===== src/rtl/sat_pkg.sv =====
package sat_pkg;

  // Quote mode of the scanner
  typedef enum logic [1:0] {
    Q_NONE   = 2'd0,
    Q_SINGLE = 2'd1,
    Q_DOUBLE = 2'd2
  } quote_t;

  // Kind of one result
  typedef enum logic [1:0] {
    K_CHAR     = 2'd0,
    K_TOK_END  = 2'd1,
    K_LINE_END = 2'd2
  } kind_t;

  localparam logic [7:0] CH_BSL = 8'h5C;
  localparam logic [7:0] CH_DQ  = 8'h22;
  localparam logic [7:0] CH_SQ  = 8'h27;
  localparam logic [7:0] CH_NUL = 8'h00;
  localparam logic [7:0] CH_SP  = 8'h20;
  localparam logic [7:0] CH_TAB = 8'h09;
  localparam logic [7:0] CH_CR  = 8'h0D;

  // Most results that one byte can cause
  localparam int unsigned MaxRes = 4;

endpackage


===== src/rtl/sat_if.sv =====
interface sat_in_if;
  logic       valid;
  logic       ready;
  logic [7:0] in_byte;
  logic       line_end;

  modport source (output valid, output in_byte, output line_end, input ready);
  modport sink (input valid, input in_byte, input line_end, output ready);
endinterface

interface sat_out_if;
  logic       valid;
  logic       ready;
  logic [1:0] kind;
  logic [7:0] out_byte;
  logic       run_last;

  modport source (output valid, output kind, output out_byte, output run_last, input ready);
  modport sink (input valid, input kind, input out_byte, input run_last, output ready);
endinterface


===== src/rtl/shell_argument_tokenizer.sv =====
// Shell argument tokenizer. Takes a command line one byte per request and
// returns the argument tokens as character results, each token closed by a
// token-end result, the line closed by a line-end result; quote characters
// and escaping backslashes are removed. Each request is latched in an input
// register, then expanded into a result register of up to four entries that
// drains through the single result port, one entry a cycle while out_res.ready
// is high. Bytes that yield at most one result flow at one per cycle while
// out_res.ready is high; a byte yielding k results holds the result register
// until all k (at most four) are taken. Results are presented once their byte
// has moved from the input register into the result register.
module shell_argument_tokenizer
  import sat_pkg::*;
(
  input  logic      clk,
  input  logic      rst_n,
  sat_in_if.sink    in_req,
  sat_out_if.source out_res
);

  // Input register
  logic       a_valid_r;
  logic [7:0] a_byte_r;
  logic       a_last_r;

  // Scanner state
  quote_t qm_r, qm_nxt;
  logic   esc_r, esc_nxt;
  logic   held_r, held_nxt;
  logic   tok_r, tok_nxt;

  // Result register
  kind_t      ent_kind_r [MaxRes];
  logic [7:0] ent_byte_r [MaxRes];
  kind_t      ent_kind_nxt [MaxRes];
  logic [7:0] ent_byte_nxt [MaxRes];
  logic [2:0] cnt_r, cnt_nxt;
  logic [1:0] idx_r;

  logic b_done, b_free, a_move;

  // Drain the result register, accept when it can take the latched byte
  assign out_res.valid    = (cnt_r != 3'd0);
  assign out_res.kind     = ent_kind_r[idx_r];
  assign out_res.out_byte = ent_byte_r[idx_r];
  assign out_res.run_last = ({1'b0, idx_r} == cnt_r - 3'd1);

  assign b_done       = out_res.valid && out_res.ready && out_res.run_last;
  assign b_free       = (cnt_r == 3'd0) || b_done;
  assign a_move       = a_valid_r && b_free;
  assign in_req.ready = !a_valid_r || a_move;

  // Expand the latched byte into its results and the next state
  always_comb begin
    logic [7:0] c;
    logic [2:0] n;
    logic       do_handle;
    c         = a_byte_r;
    n         = 3'd0;
    do_handle = 1'b1;
    qm_nxt    = qm_r;
    esc_nxt   = esc_r;
    held_nxt  = held_r;
    tok_nxt   = tok_r;
    for (int i = 0; i < MaxRes; i++) begin
      ent_kind_nxt[i] = K_CHAR;
      ent_byte_nxt[i] = CH_NUL;
    end

    // Resolve a backslash held inside double quotes
    if (held_r) begin
      held_nxt = 1'b0;
      tok_nxt  = 1'b1;
      ent_kind_nxt[n[1:0]] = K_CHAR;
      if (c == CH_DQ || c == CH_BSL) begin
        ent_byte_nxt[n[1:0]] = c;
        do_handle = 1'b0;
      end else begin
        ent_byte_nxt[n[1:0]] = CH_BSL;
      end
      n = n + 3'd1;
    end

    if (do_handle) begin
      if (esc_r) begin
        esc_nxt = 1'b0;
        tok_nxt = 1'b1;
        ent_kind_nxt[n[1:0]] = K_CHAR;
        ent_byte_nxt[n[1:0]] = c;
        n = n + 3'd1;
      end else if (c == CH_BSL && qm_r == Q_DOUBLE) begin
        held_nxt = 1'b1;
      end else if (c == CH_BSL && qm_r == Q_NONE) begin
        esc_nxt = 1'b1;
      end else if (qm_r == Q_NONE && (c == CH_SQ || c == CH_DQ)) begin
        qm_nxt = (c == CH_SQ) ? Q_SINGLE : Q_DOUBLE;
      end else if ((qm_r == Q_SINGLE && c == CH_SQ) || (qm_r == Q_DOUBLE && c == CH_DQ) ||
                   (qm_r == Q_NONE && c == CH_NUL)) begin
        qm_nxt = Q_NONE;
      end else if (qm_r == Q_NONE && (c == CH_SP || (c >= CH_TAB && c <= CH_CR))) begin
        // Whitespace closes an open token
        if (tok_nxt) begin
          tok_nxt = 1'b0;
          ent_kind_nxt[n[1:0]] = K_TOK_END;
          ent_byte_nxt[n[1:0]] = CH_NUL;
          n = n + 3'd1;
        end
      end else begin
        tok_nxt = 1'b1;
        ent_kind_nxt[n[1:0]] = K_CHAR;
        ent_byte_nxt[n[1:0]] = c;
        n = n + 3'd1;
      end
    end

    // Close the line and return to the idle state
    if (a_last_r) begin
      if (held_nxt) begin
        tok_nxt = 1'b1;
        ent_kind_nxt[n[1:0]] = K_CHAR;
        ent_byte_nxt[n[1:0]] = CH_BSL;
        n = n + 3'd1;
      end
      if (tok_nxt) begin
        ent_kind_nxt[n[1:0]] = K_TOK_END;
        ent_byte_nxt[n[1:0]] = CH_NUL;
        n = n + 3'd1;
      end
      ent_kind_nxt[n[1:0]] = K_LINE_END;
      ent_byte_nxt[n[1:0]] = CH_NUL;
      n = n + 3'd1;
      qm_nxt   = Q_NONE;
      esc_nxt  = 1'b0;
      held_nxt = 1'b0;
      tok_nxt  = 1'b0;
    end
    cnt_nxt = n;
  end

  // Input register
  always_ff @(posedge clk) begin
    if (!rst_n) begin
      a_valid_r <= 1'b0;
    end else if (in_req.ready) begin
      a_valid_r <= in_req.valid;
    end
    if (in_req.ready && in_req.valid) begin
      a_byte_r <= in_req.in_byte;
      a_last_r <= in_req.line_end;
    end
  end

  // Scanner state and result register
  always_ff @(posedge clk) begin
    if (!rst_n) begin
      qm_r   <= Q_NONE;
      esc_r  <= 1'b0;
      held_r <= 1'b0;
      tok_r  <= 1'b0;
      cnt_r  <= 3'd0;
      idx_r  <= 2'd0;
    end else if (a_move) begin
      qm_r   <= qm_nxt;
      esc_r  <= esc_nxt;
      held_r <= held_nxt;
      tok_r  <= tok_nxt;
      cnt_r  <= cnt_nxt;
      idx_r  <= 2'd0;
    end else if (b_done) begin
      cnt_r <= 3'd0;
      idx_r <= 2'd0;
    end else if (out_res.valid && out_res.ready) begin
      idx_r <= idx_r + 2'd1;
    end
  end

  always_ff @(posedge clk) begin
    if (a_move) begin
      ent_kind_r <= ent_kind_nxt;
      ent_byte_r <= ent_byte_nxt;
    end
  end

  // Checks
  a_line_resets : assert property (@(posedge clk) disable iff (!rst_n)
    (a_move && a_last_r) |=> (qm_r == Q_NONE && !esc_r && !held_r && !tok_r))
    else $error("state not cleared after line end");

  a_line_end_last : assert property (@(posedge clk) disable iff (!rst_n)
    (out_res.valid && out_res.kind == K_LINE_END) |-> out_res.run_last)
    else $error("line end is not the last result of its request");

  a_flags_excl : assert property (@(posedge clk) disable iff (!rst_n)
    !(esc_r && held_r))
    else $error("escape and held backslash both set");

  a_idx_range : assert property (@(posedge clk) disable iff (!rst_n)
    out_res.valid |-> ({1'b0, idx_r} < cnt_r))
    else $error("result index beyond count");

endmodule


===== src/flat_wrapper.sv =====
// flat-port wrapper written by rule: the top's interface ports become plain ports
module shell_argument_tokenizer_flat import sat_pkg::*;
  (clk, rst_n, in_req_valid, in_req_in_byte, in_req_line_end, in_req_ready, out_res_valid, out_res_kind, out_res_out_byte, out_res_run_last, out_res_ready);
  sat_in_if in_req_i ();
  sat_out_if out_res_i ();
  input  logic clk;
  input  logic rst_n;
  input wire logic [$bits(in_req_i.valid)-1:0] in_req_valid;
  input wire logic [$bits(in_req_i.in_byte)-1:0] in_req_in_byte;
  input wire logic [$bits(in_req_i.line_end)-1:0] in_req_line_end;
  output wire logic [$bits(in_req_i.ready)-1:0] in_req_ready;
  output wire logic [$bits(out_res_i.valid)-1:0] out_res_valid;
  output wire logic [$bits(out_res_i.kind)-1:0] out_res_kind;
  output wire logic [$bits(out_res_i.out_byte)-1:0] out_res_out_byte;
  output wire logic [$bits(out_res_i.run_last)-1:0] out_res_run_last;
  input wire logic [$bits(out_res_i.ready)-1:0] out_res_ready;
  assign in_req_i.valid = in_req_valid;
  assign in_req_i.in_byte = in_req_in_byte;
  assign in_req_i.line_end = in_req_line_end;
  assign in_req_ready = in_req_i.ready;
  assign out_res_valid = out_res_i.valid;
  assign out_res_kind = out_res_i.kind;
  assign out_res_out_byte = out_res_i.out_byte;
  assign out_res_run_last = out_res_i.run_last;
  assign out_res_i.ready = out_res_ready;
  shell_argument_tokenizer u_core (.clk(clk), .rst_n(rst_n), .in_req(in_req_i), .out_res(out_res_i));
endmodule

===== config.mk =====
export PLATFORM = sky130hd
export DESIGN_NAME = shell_argument_tokenizer_flat
export DESIGN_NICKNAME = d
export VERILOG_FILES = /design/src/rtl/sat_pkg.sv /design/src/rtl/sat_if.sv /design/src/rtl/shell_argument_tokenizer.sv /design/src/flat_wrapper.sv
export SDC_FILE = /design/constraint.sdc
export NUM_CORES = 1
export LEC_CHECK = 0
export ABC_AREA = 1
export BUFFER_PORTS_ARGS = -buffer_cell sky130_fd_sc_hd__buf_2
export CAP_MARGIN = 10
export CORE_ASPECT_RATIO = 0.75
export CORE_MARGIN = 2
export CORE_UTILIZATION = 50
export DETAILED_ROUTE_END_ITERATION = 16
export GPL_ROUTABILITY_DRIVEN = 1
export PLACE_DENSITY = 0.69
export REMOVE_ABC_BUFFERS = 1
export SLEW_MARGIN = 0
export SYNTH_ARGS = -nofsm -noshare
export SYNTH_HDL_FRONTEND = slang
export SYNTH_SLANG_ARGS = --single-unit

===== constraint.sdc =====
create_clock -name clk -period 6.7 [get_ports clk]
set_input_delay 1.005 -clock clk [delete_from_list [all_inputs] [get_ports clk]]
set_output_delay 1.005 -clock clk [all_outputs]
set_load 0.02 [all_outputs]

==> results of run 1 <==
-- power groups by stage --
stage / clock [uW] / sequential [uW] / combinational, uW
3_3_place_gp: 0 / 346 / 91.7
4_1_cts: 181 / 339 / 93.5
2_1_floorplan: 0 / 341 / 67.9
5_1_grt: 194 / 342 / 105
6_report: 179 / 340 / 93.1
3_5_place_dp: 0 / 346 / 93.1
-- sequential cells by signal, indices dropped and copies added (netlist names) --
name / count
u_core.ent_byte_r: 18
u_core.a_byte_r: 8
u_core.ent_kind_r: 8
u_core.cnt_r: 3
u_core.idx_r: 2
u_core.qm_r: 2
u_core.a_last_r: 1
u_core.a_valid_r: 1
u_core.esc_r: 1
u_core.held_r: 1
u_core.tok_r: 1
-- final cells by class --
type                       instances  area (sq um)
fill                             496          2280
multi-input combinational        237          1330
sequential                        46          1270
inverter                          50           190
timing repair buffer              25           125
tap                               75          93.8
clock buffer                       6          82.6
clock inverter                     2          12.5
-- worst paths after layout --
check | endpoint | slack (ns)
worst max-delay path | u_core.ent_byte_r[25] | 3.31
worst min-delay path | u_core.cnt_r[1] | 0.49
worst max register to register | u_core.ent_byte_r[25] | 3.31
worst min register to register | u_core.cnt_r[1] | 0.49
-- worst min-delay path: stages, from the launching register on --
cell	delay, ns
dfxtp_1	0.32
nand2_1	0.07
a21oi_1	0.06
-- per-layer routing --
layer	up-vias	wire (um)	share of wire
met2	74	2430	0.42
met5	-	0	0
met4	0	85	0.015
met1	1021	2980	0.51
met3	9	322	0.055
li1	1184	-	-
-- cells by family (layout without fill, tap and decap cells) --
family                   Yosys count  in the layout  share of synthesized area
AO/OA/AOI/OAI                     54             54                      0.107
XOR/XNOR                           4              4                     0.0124
adder cells (fa/ha/maj)           15             15                     0.0666
buffers and inverters             57             83                     0.0777
flip-flops                        46             46                      0.451
AND/OR/NAND/NOR                  164            164                      0.286
-- stage by stage --
stage / worst slack (ns) / power [uW]
6_report: 3.31 / 612
5_1_grt: 2.97 / 642
4_1_cts: 3.34 / 614
3_5_place_dp: 3.35 / 439
3_3_place_gp: 3.44 / 437
2_1_floorplan: 3.75 / 409
-- cells in the mapped netlist, types with 5 or more instances --
master	n	share of area
a21oi_1	17	0.030
clkbuf_1	5	0.0067
dfxtp_1	11	0.078
edfxtp_1	35	0.37
ha_1	15	0.067
inv_1	44	0.059
inv_2	5	0.0067
nand2_1	60	0.080
nand2_2	7	0.016
nand3_1	13	0.023
nand3_2	7	0.025
nand4_1	10	0.022
nor2_1	50	0.067
o21ai_0	26	0.046
==> results.toml, run 1 <==
[worst_setup_path]
cp_slowest_cell = "edfxtp_1"
arrival_ns = 3.46
end_kind = "register"
r2r-start = "u_core.a_byte_r[1]"
path_class = "register to register"
crit_buf_inv = 2
crit_family = "simple AND/OR/NAND/NOR gates"
cpMostUsedCell = "nand2_1"
cp_slowest_stage_delay_ns = 0.51
rr_worst_depth = 18
worstSetupStartpointType = "register"
startpoint = "u_core.a_byte_r[1]"
crit_chain = "nand2_1 -> nor2_1 -> nand3_1 -> nand3_2 -> o21ai_2 -> nand2_1 -> nor2_1 -> inv_2 -> ha_1 -> o21ai_2 -> ha_1 -> nand2_1 -> nand2_1 -> inv_1 -> ha_1 -> nand2_1 -> o2111ai_1 -> nor2_1"
worst-path-stages = 18
cp_data_required_time_ns = 6.76
path_max_fanout = 6

[clock_network]
htree_levels = 2
clockBufferDepth = 2
cts.sinks = 46
cts-root-buf = "clkbuf_8"
cts_setup_buffers = 0
clk_pin_slew_ns = 0.08
cts_buffers = 5
cts_tree = "built"
hold_buffers = 0
cts_resized = 0
clk_latency_ns = 0.31

[route]
wl_per_cell_um = 13.2
drt_pass1_iterations = 5
drc_errors = 0
dr_total_vias = 2288
finalWirelength_mm = 5.82
first_iter_violations = 155
vias_per_cell = 5.19
antenna_left = 0

[synthesis]
avgSynthCellArea_sq_um = 8.29
async_flop_share = 0
syn_area_sq_um = 2820
ys_types = 36
synth_warnings = 0
ys_seq_area_frac = 0.451
ys_ff_latch = 46
ys.flop_type = "edfxtp_1"
syn_inst = 340
synth_edf_count = 35

[power_and_ir_drop]
p_seq_frac = 0.555
p_per_area_nw_per_um2 = 197
vdd_ir_drop_max_mv = 0.124
p_int_uw = 439
p_sw_frac = 0.282
pwr-share-comb = 0.152
p_sw_uw = 173
p_leak_uw = 0.00141
clockPowerShare = 0.293

[global_routing]
met2_usage = 0.274
top_usage_layer = "met1"
grt_util_met3 = 0.0415
grt_max_degree = 29
grt_pass1_vias = 2115
grt_pass1_wl_mm = 10.0
antenna_found_initial = 0
use_met1 = 0.304
track_usage = 0.199
grt.overflow.total = 0

[timing]
maxSlewHeadroom = 0.295
rsz0062_at_grt = "false"
final_hold_viol_count = 0
slew_violations = 0
clock.fmax_mhz = 295
tns_ns = 0
tightestPinTransition_ns = 1.06
fin_crit_sh = 0.506
finClkSkew_ns = 0.0127
fin_crit_ns = 3.39
finalSetupViolations = 0
fin_worst_hold_slack_ns = 0.487

[cells_and_area]
drive_gt1_frac = 0.180
layout_common_cells = "nand2_1 (60), nor2_1 (50), inv_1 (44)"
area_growth_pct = 10.1
utilization = 0.577
finalNetCount = 393
insertedDiodeCount = 0
instances_no_fill = 441
layout_commonest_cell = "nand2_1"
post-route-cell-area_sq_um = 3100

[placement]
postPlaceCellArea_sq_um = 3010
dp_hpwl_mm = 4.47
place.gp.congestion = 0.863
io_buffers = 25
dp_cells = 433

[floorplan]
io_pins = 26
die_w_um = 90.7
dieArea_sq_um = 6260
fp-row-count = 23
start_util = 0.524
core_area_sq_um = 5380
die_y_um = 69.0

[worst_hold_path]
hp-class = "register to register"
holdPathStages = 2
hp-start = "u_core.cnt_r[1]"

[status]
status = "completed"

[flow_run]
drv_cap = 0
Power figures use the tool's default switching activity.
==> inputs of run 2 (changes only) <==
Clock period 6.7 ns to 3.3 ns, I/O delays scaled along.
==> run 2 against run 1 <==
Against the previous run: cell count is 4.5% higher; wire length increased by 8.8%; core utilization increased by 4.1 points; sequential cell count is the same; combinational power increased by 130%; final area is 7.1% higher; fmax increased by 7.1%; via count grew 4.8%; critical path depth rose by 2; largest power group unchanged.
==> results.toml, run 2 (synthesized netlist as in run 1, its figures left out) <==
[worst_setup_path]
cp_data_required_time_ns = 3.34
arrival_ns = 3.21
path_class = "register to register"
end_kind = "register"
worstSetupStartpointType = "register"
path_max_fanout = 5
rr_worst_depth = 20

[timing]
fin_crit_ns = 3.17
maxSlewHeadroom = 0.566
finalSetupViolations = 0
tns_ns = 0
tightestPinTransition_ns = 0.651
slew_violations = 0
fin_crit_sh = 0.960
clock.fmax_mhz = 316
final_hold_viol_count = 0
finClkSkew_ns = 0.00687

[cells_and_area]
drive_gt1_frac = 0.277
n_fill_cell = 481
layout_common_cells = "nand2_1 (56), nor2_1 (44), inv_1 (40)"
largest_reg_flops = 18
layout_commonest_cell = "nand2_1"
post-route-cell-area_sq_um = 3320
insertedDiodeCount = 0
regMostFlops = "u_core.ent_byte_r"
area_growth_pct = 17.9
finalNetCount = 413
top_regs = "u_core.ent_byte_r x18, u_core.a_byte_r x8, u_core.ent_kind_r x8"

[route]
vias_per_cell = 5.20
drc_errors = 0
first_iter_violations = 187
dr_total_vias = 2398
drt_pass1_iterations = 5
antenna_left = 0
finalWirelength_mm = 6.33
wl_per_cell_um = 13.7

[clock_network]
cts_tree = "built"
cts-root-buf = "clkbuf_8"
cts.sinks = 46
clk_pin_slew_ns = 0.09
clk_latency_ns = 0.31
htree_levels = 2
cts_buffers = 5
clockBufferDepth = 2

[power_and_ir_drop]
p_int_uw = 887
clockPowerShare = 0.276
p_sw_uw = 361
p_sw_frac = 0.289
p_seq_frac = 0.551
p_per_area_nw_per_um2 = 375
vdd_ir_drop_max_mv = 0.299
pwr-share-comb = 0.173
p_leak_uw = 0.00150

[floorplan]
dieArea_sq_um = 6260
io_pins = 26
die_w_um = 90.7
start_util = 0.524
core_area_sq_um = 5380
fp-row-count = 23
die_y_um = 69.0

[global_routing]
grt_pass1_wl_mm = 9.96
grt_max_degree = 29
grt_pass1_vias = 2063
track_usage = 0.198
antenna_found_initial = 0
grt.overflow.total = 0

[worst_hold_path]
hp-class = "input pin to register"
holdPathStages = 1

[placement]
postPlaceCellArea_sq_um = 3050
place.gp.congestion = 0.879
dp_hpwl_mm = 4.59
io_buffers = 25

[flow_run]
drv_cap = 0

[status]
status = "completed"
==> run 2: timing repair <==
action / in CTS / in global routing
resized for setup: 0 / 23
endpoints found under the setup margin: 0 / 21
hold buffers: 0 / 0
setup buffers: 0 / 15
==> run 2: power groups by stage <==
stage          clock network, uW  registers [uW]  logic (uW)
6_report                     344             688         215
5_1_grt                      377             693         239
4_1_cts                      353             687         194
3_5_place_dp                   0             701         193
3_3_place_gp                   0             700         191
2_1_floorplan                  0             693         138
==> run 2: metrics by stage <==
step / hold slack (ns) / setup WS, ns / util / std cells / power [uW]
floorplan: 0.443 / 0.346 / - / 333 / 831
global placement: 0.458 / 0.135 / 0.566 / 438 / 891
detailed placement: 0.482 / 0.0261 / 0.566 / 438 / 894
CTS: 0.354 / 0.00651 / 0.583 / 446 / 1230
global route: 0.347 / -0.0306 / 0.618 / 461 / 1310
finish: 0.360 / 0.131 / 0.618 / 461 / 1250
==> run 2: path summary, 6_finish.rpt <==
check / startpoint / to / slack [ns]
min: in_req_in_byte[1] / u_core.a_byte_r[1] / 0.36
min reg2reg: u_core.cnt_r[1] / u_core.cnt_r[1] / 0.49
max: u_core.a_byte_r[3] / u_core.ent_byte_r[26] / 0.13
max reg2reg: u_core.a_byte_r[3] / u_core.ent_byte_r[26] / 0.13
==> run 2: worst max-delay path: stages, from the launching register on <==
cell      delay (ns)
edfxtp_1        0.47
inv_1           0.13
nand2_1         0.07
nor2_2          0.15
nand3_2         0.12
nand3_2         0.13
nor2_1          0.08
nand2_1         0.06
nand2_1         0.04
nand2_1         0.09
nand2_2         0.09
ha_1            0.31
o21ai_2         0.18
ha_1            0.26
nand2_1         0.06
nand2_1         0.10
inv_2           0.08
ha_1            0.16
nand2_2         0.10
nand2_2         0.15
a21oi_1         0.08
==> run 2: final cells by class <==
class	instances	area, sq um	share of cell area
multi-input combinational	237	1400	0.422
sequential	46	1270	0.382
timing repair buffer	45	275	0.0828
inverter	50	190	0.0572
tap	75	93.8	0.0282
clock buffer	5	68.8	0.0207
clock inverter	3	21.3	0.00640
==> run 2: per-layer routing <==
layer  track usage  wire length [um]
met2         0.282              2820
met3        0.0383               328
met5             0                 0
met4        0.0547                75
met1         0.306              3110
==> inputs of run 3 (changes only) <==
Clock period 3.3 ns to 3.7 ns, I/O delays scaled along.
==> run 3 against run 2 <==
Against the previous run: count of clock-buffer cells in the layout is the same; clock skew shrank 0.0019 ns; final area shrank 4.6%; die area is the same; via count shrank 3.0%; wire length shrank 6.8%; clock power grew 31%; sequential share of layout area grew 1.8 points; largest cell class unchanged; power shrank 0.75%; register-to-register slack gained 0.22 ns; cell count shrank 3.7%.
==> results.toml, run 3 (synthesized netlist as in run 1, its figures left out) <==
[status]
status = "completed"

[placement]
place.gp.congestion = 0.857
dp_hpwl_mm = 4.55
io_buffers = 25
postPlaceCellArea_sq_um = 3020

[route]
drt_pass1_iterations = 4
antenna_left = 0
finalWirelength_mm = 5.90
wl_per_cell_um = 13.3
first_iter_violations = 134
drc_errors = 0
vias_per_cell = 5.24
dr_total_vias = 2325

[timing]
final_hold_viol_count = 0
slew_violations = 0
tightestPinTransition_ns = 0.631
tns_ns = 0
maxSlewHeadroom = 0.579
rsz0062_at_grt = "false"
fin_crit_sh = 0.906
fin_crit_ns = 3.35
clock.fmax_mhz = 298
finClkSkew_ns = 0.00494
finalSetupViolations = 0

[worst_setup_path]
cp_data_required_time_ns = 3.77
path_class = "register to register"
rrSetupSlack_ns = 0.35
r2r-start = "u_core.a_byte_r[1]"
arrival_ns = 3.42
path_max_fanout = 5
rr_worst_depth = 20
worstSetupStartpointType = "register"
timing.rr.end = "u_core.ent_byte_r[25]"
end_kind = "register"

[clock_network]
cts-root-buf = "clkbuf_8"
cts_tree = "built"
cts_buffers = 5
hold_buffers = 0
clk_pin_slew_ns = 0.09
clockBufferDepth = 2
cts.sinks = 46
clk_latency_ns = 0.31
htree_levels = 2

[floorplan]
io_pins = 26
fp-row-count = 23
dieArea_sq_um = 6260
core_area_sq_um = 5380
die_y_um = 69.0
die_w_um = 90.7
start_util = 0.524

[power_and_ir_drop]
p_per_area_nw_per_um2 = 391
p_leak_uw = 0.00145
vdd_ir_drop_max_mv = 0.286

[flow_run]
drv_cap = 0

[cells_and_area]
largest_reg_flops = 18
regMostFlops = "u_core.ent_byte_r"
finalNetCount = 396
insertedDiodeCount = 0
top_regs = "u_core.ent_byte_r x18, u_core.a_byte_r x8, u_core.ent_kind_r x8"
area_growth_pct = 12.5
post-route-cell-area_sq_um = 3170
layout_common_cells = "nand2_1 (60), nor2_1 (49), inv_1 (44)"
n_fill_cell = 487
drive_gt1_frac = 0.190
layout_commonest_cell = "nand2_1"

[global_routing]
grt_pass1_wl_mm = 10.1
grt.overflow.total = 0
grt_max_degree = 29
grt_pass1_vias = 2119
track_usage = 0.203
antenna_found_initial = 0

[worst_hold_path]
holdPathStages = 1
hp-start = "in_req_in_byte[2]"
hp-class = "input pin to register"
holdPathEnd = "u_core.a_byte_r[2]"
==> run 3: cell types whose count changed in the layout (fill, tap and decap cells not counted), moves of 2 or more <==
| cell | change |
|---|---|
| buf_4 | -17 |
| nand3_1 | +3 |
| bufinv_16 | +2 |
| nand3_2 | -2 |
| nor2_1 | +5 |
| nand2_1 | +4 |
| nand2_2 | -4 |
| inv_1 | +4 |
| inv_2 | -4 |
| nor2_2 | -4 |
==> run 3: where the power goes <==
| group | leakage (uW) | switching (uW) | internal [uW] |
|---|---|---|---|
| logic | 0.000947 | 117 | 57.3 |
| registers | 0.000431 | 23.6 | 590 |
| clock network | 0.0000683 | 181 | 271 |
| total | 0.00145 | 321 | 918 |
==> run 3: metrics by stage <==
step	power (uW)	worst slack, ns	std cells	utilization	hold slack [ns]
2_1_floorplan	741	0.746	333	-	0.443
3_3_place_gp	793	0.453	434	0.561	0.458
3_5_place_dp	798	0.319	434	0.561	0.466
4_1_cts	1250	0.304	442	0.586	0.407
5_1_grt	1300	0.0135	444	0.589	0.391
6_report	1240	0.348	444	0.589	0.409
==> run 3: layout make-up <==
type	count	area [sq um]	share of cell area
clock buffer	5	68.8	0.0217
clock inverter	3	68.8	0.0217
inverter	50	190	0.0600
multi-input combinational	237	1330	0.420
sequential	46	1270	0.401
tap	75	93.8	0.0296
timing repair buffer	28	148	0.0465
==> run 3: worst max-delay path, stage by stage (launching register included) <==
cell and delay (ns):
edfxtp_1 0.48, inv_2 0.09, nand2_1 0.05, nor2_1 0.20, nand2_2 0.12, nor2_1 0.18, nor2_1 0.10, nand2_1 0.07
nand2_1 0.04, nand2_1 0.09, nand2_2 0.09, ha_1 0.31, o21ai_2 0.19, ha_1 0.25, nand2_1 0.06, nand2_1 0.09
inv_1 0.10, ha_1 0.17, nand2_1 0.13, o2111ai_1 0.21, nor2_1 0.08
==> run 3: how the worst max path moves through the flow <==
stage	slack (ns)	from	to	cells after the start
5_1_grt	0.01	u_core.a_byte_r[0]	u_core.ent_byte_r[25]	20
2_1_floorplan	0.75	u_core.a_byte_r[1]	u_core.ent_byte_r[24]	20
3_3_place_gp	0.45	u_core.a_byte_r[1]	u_core.ent_byte_r[25]	19
4_1_cts	0.30	u_core.a_byte_r[1]	u_core.ent_byte_r[25]	18
6_report	0.35	u_core.a_byte_r[1]	u_core.ent_byte_r[25]	20
3_5_place_dp	0.32	u_core.a_byte_r[1]	u_core.ent_byte_r[25]	18
==> run 3: metal layers <==
metal	vias up	wire, um	global-route usage
met2	74	2550	0.294
met4	0	91	0.0547
met3	9	399	0.0634
met5	-	0	0
li1	1188	-	-
met1	1054	2860	0.295
==> run 3: timing repair <==
action | CTS | global route
buffers inserted | 0 | 2
gates resized for setup | 0 | 1
setup endpoints to repair | 0 | 7
hold endpoints to repair | 0 | 0
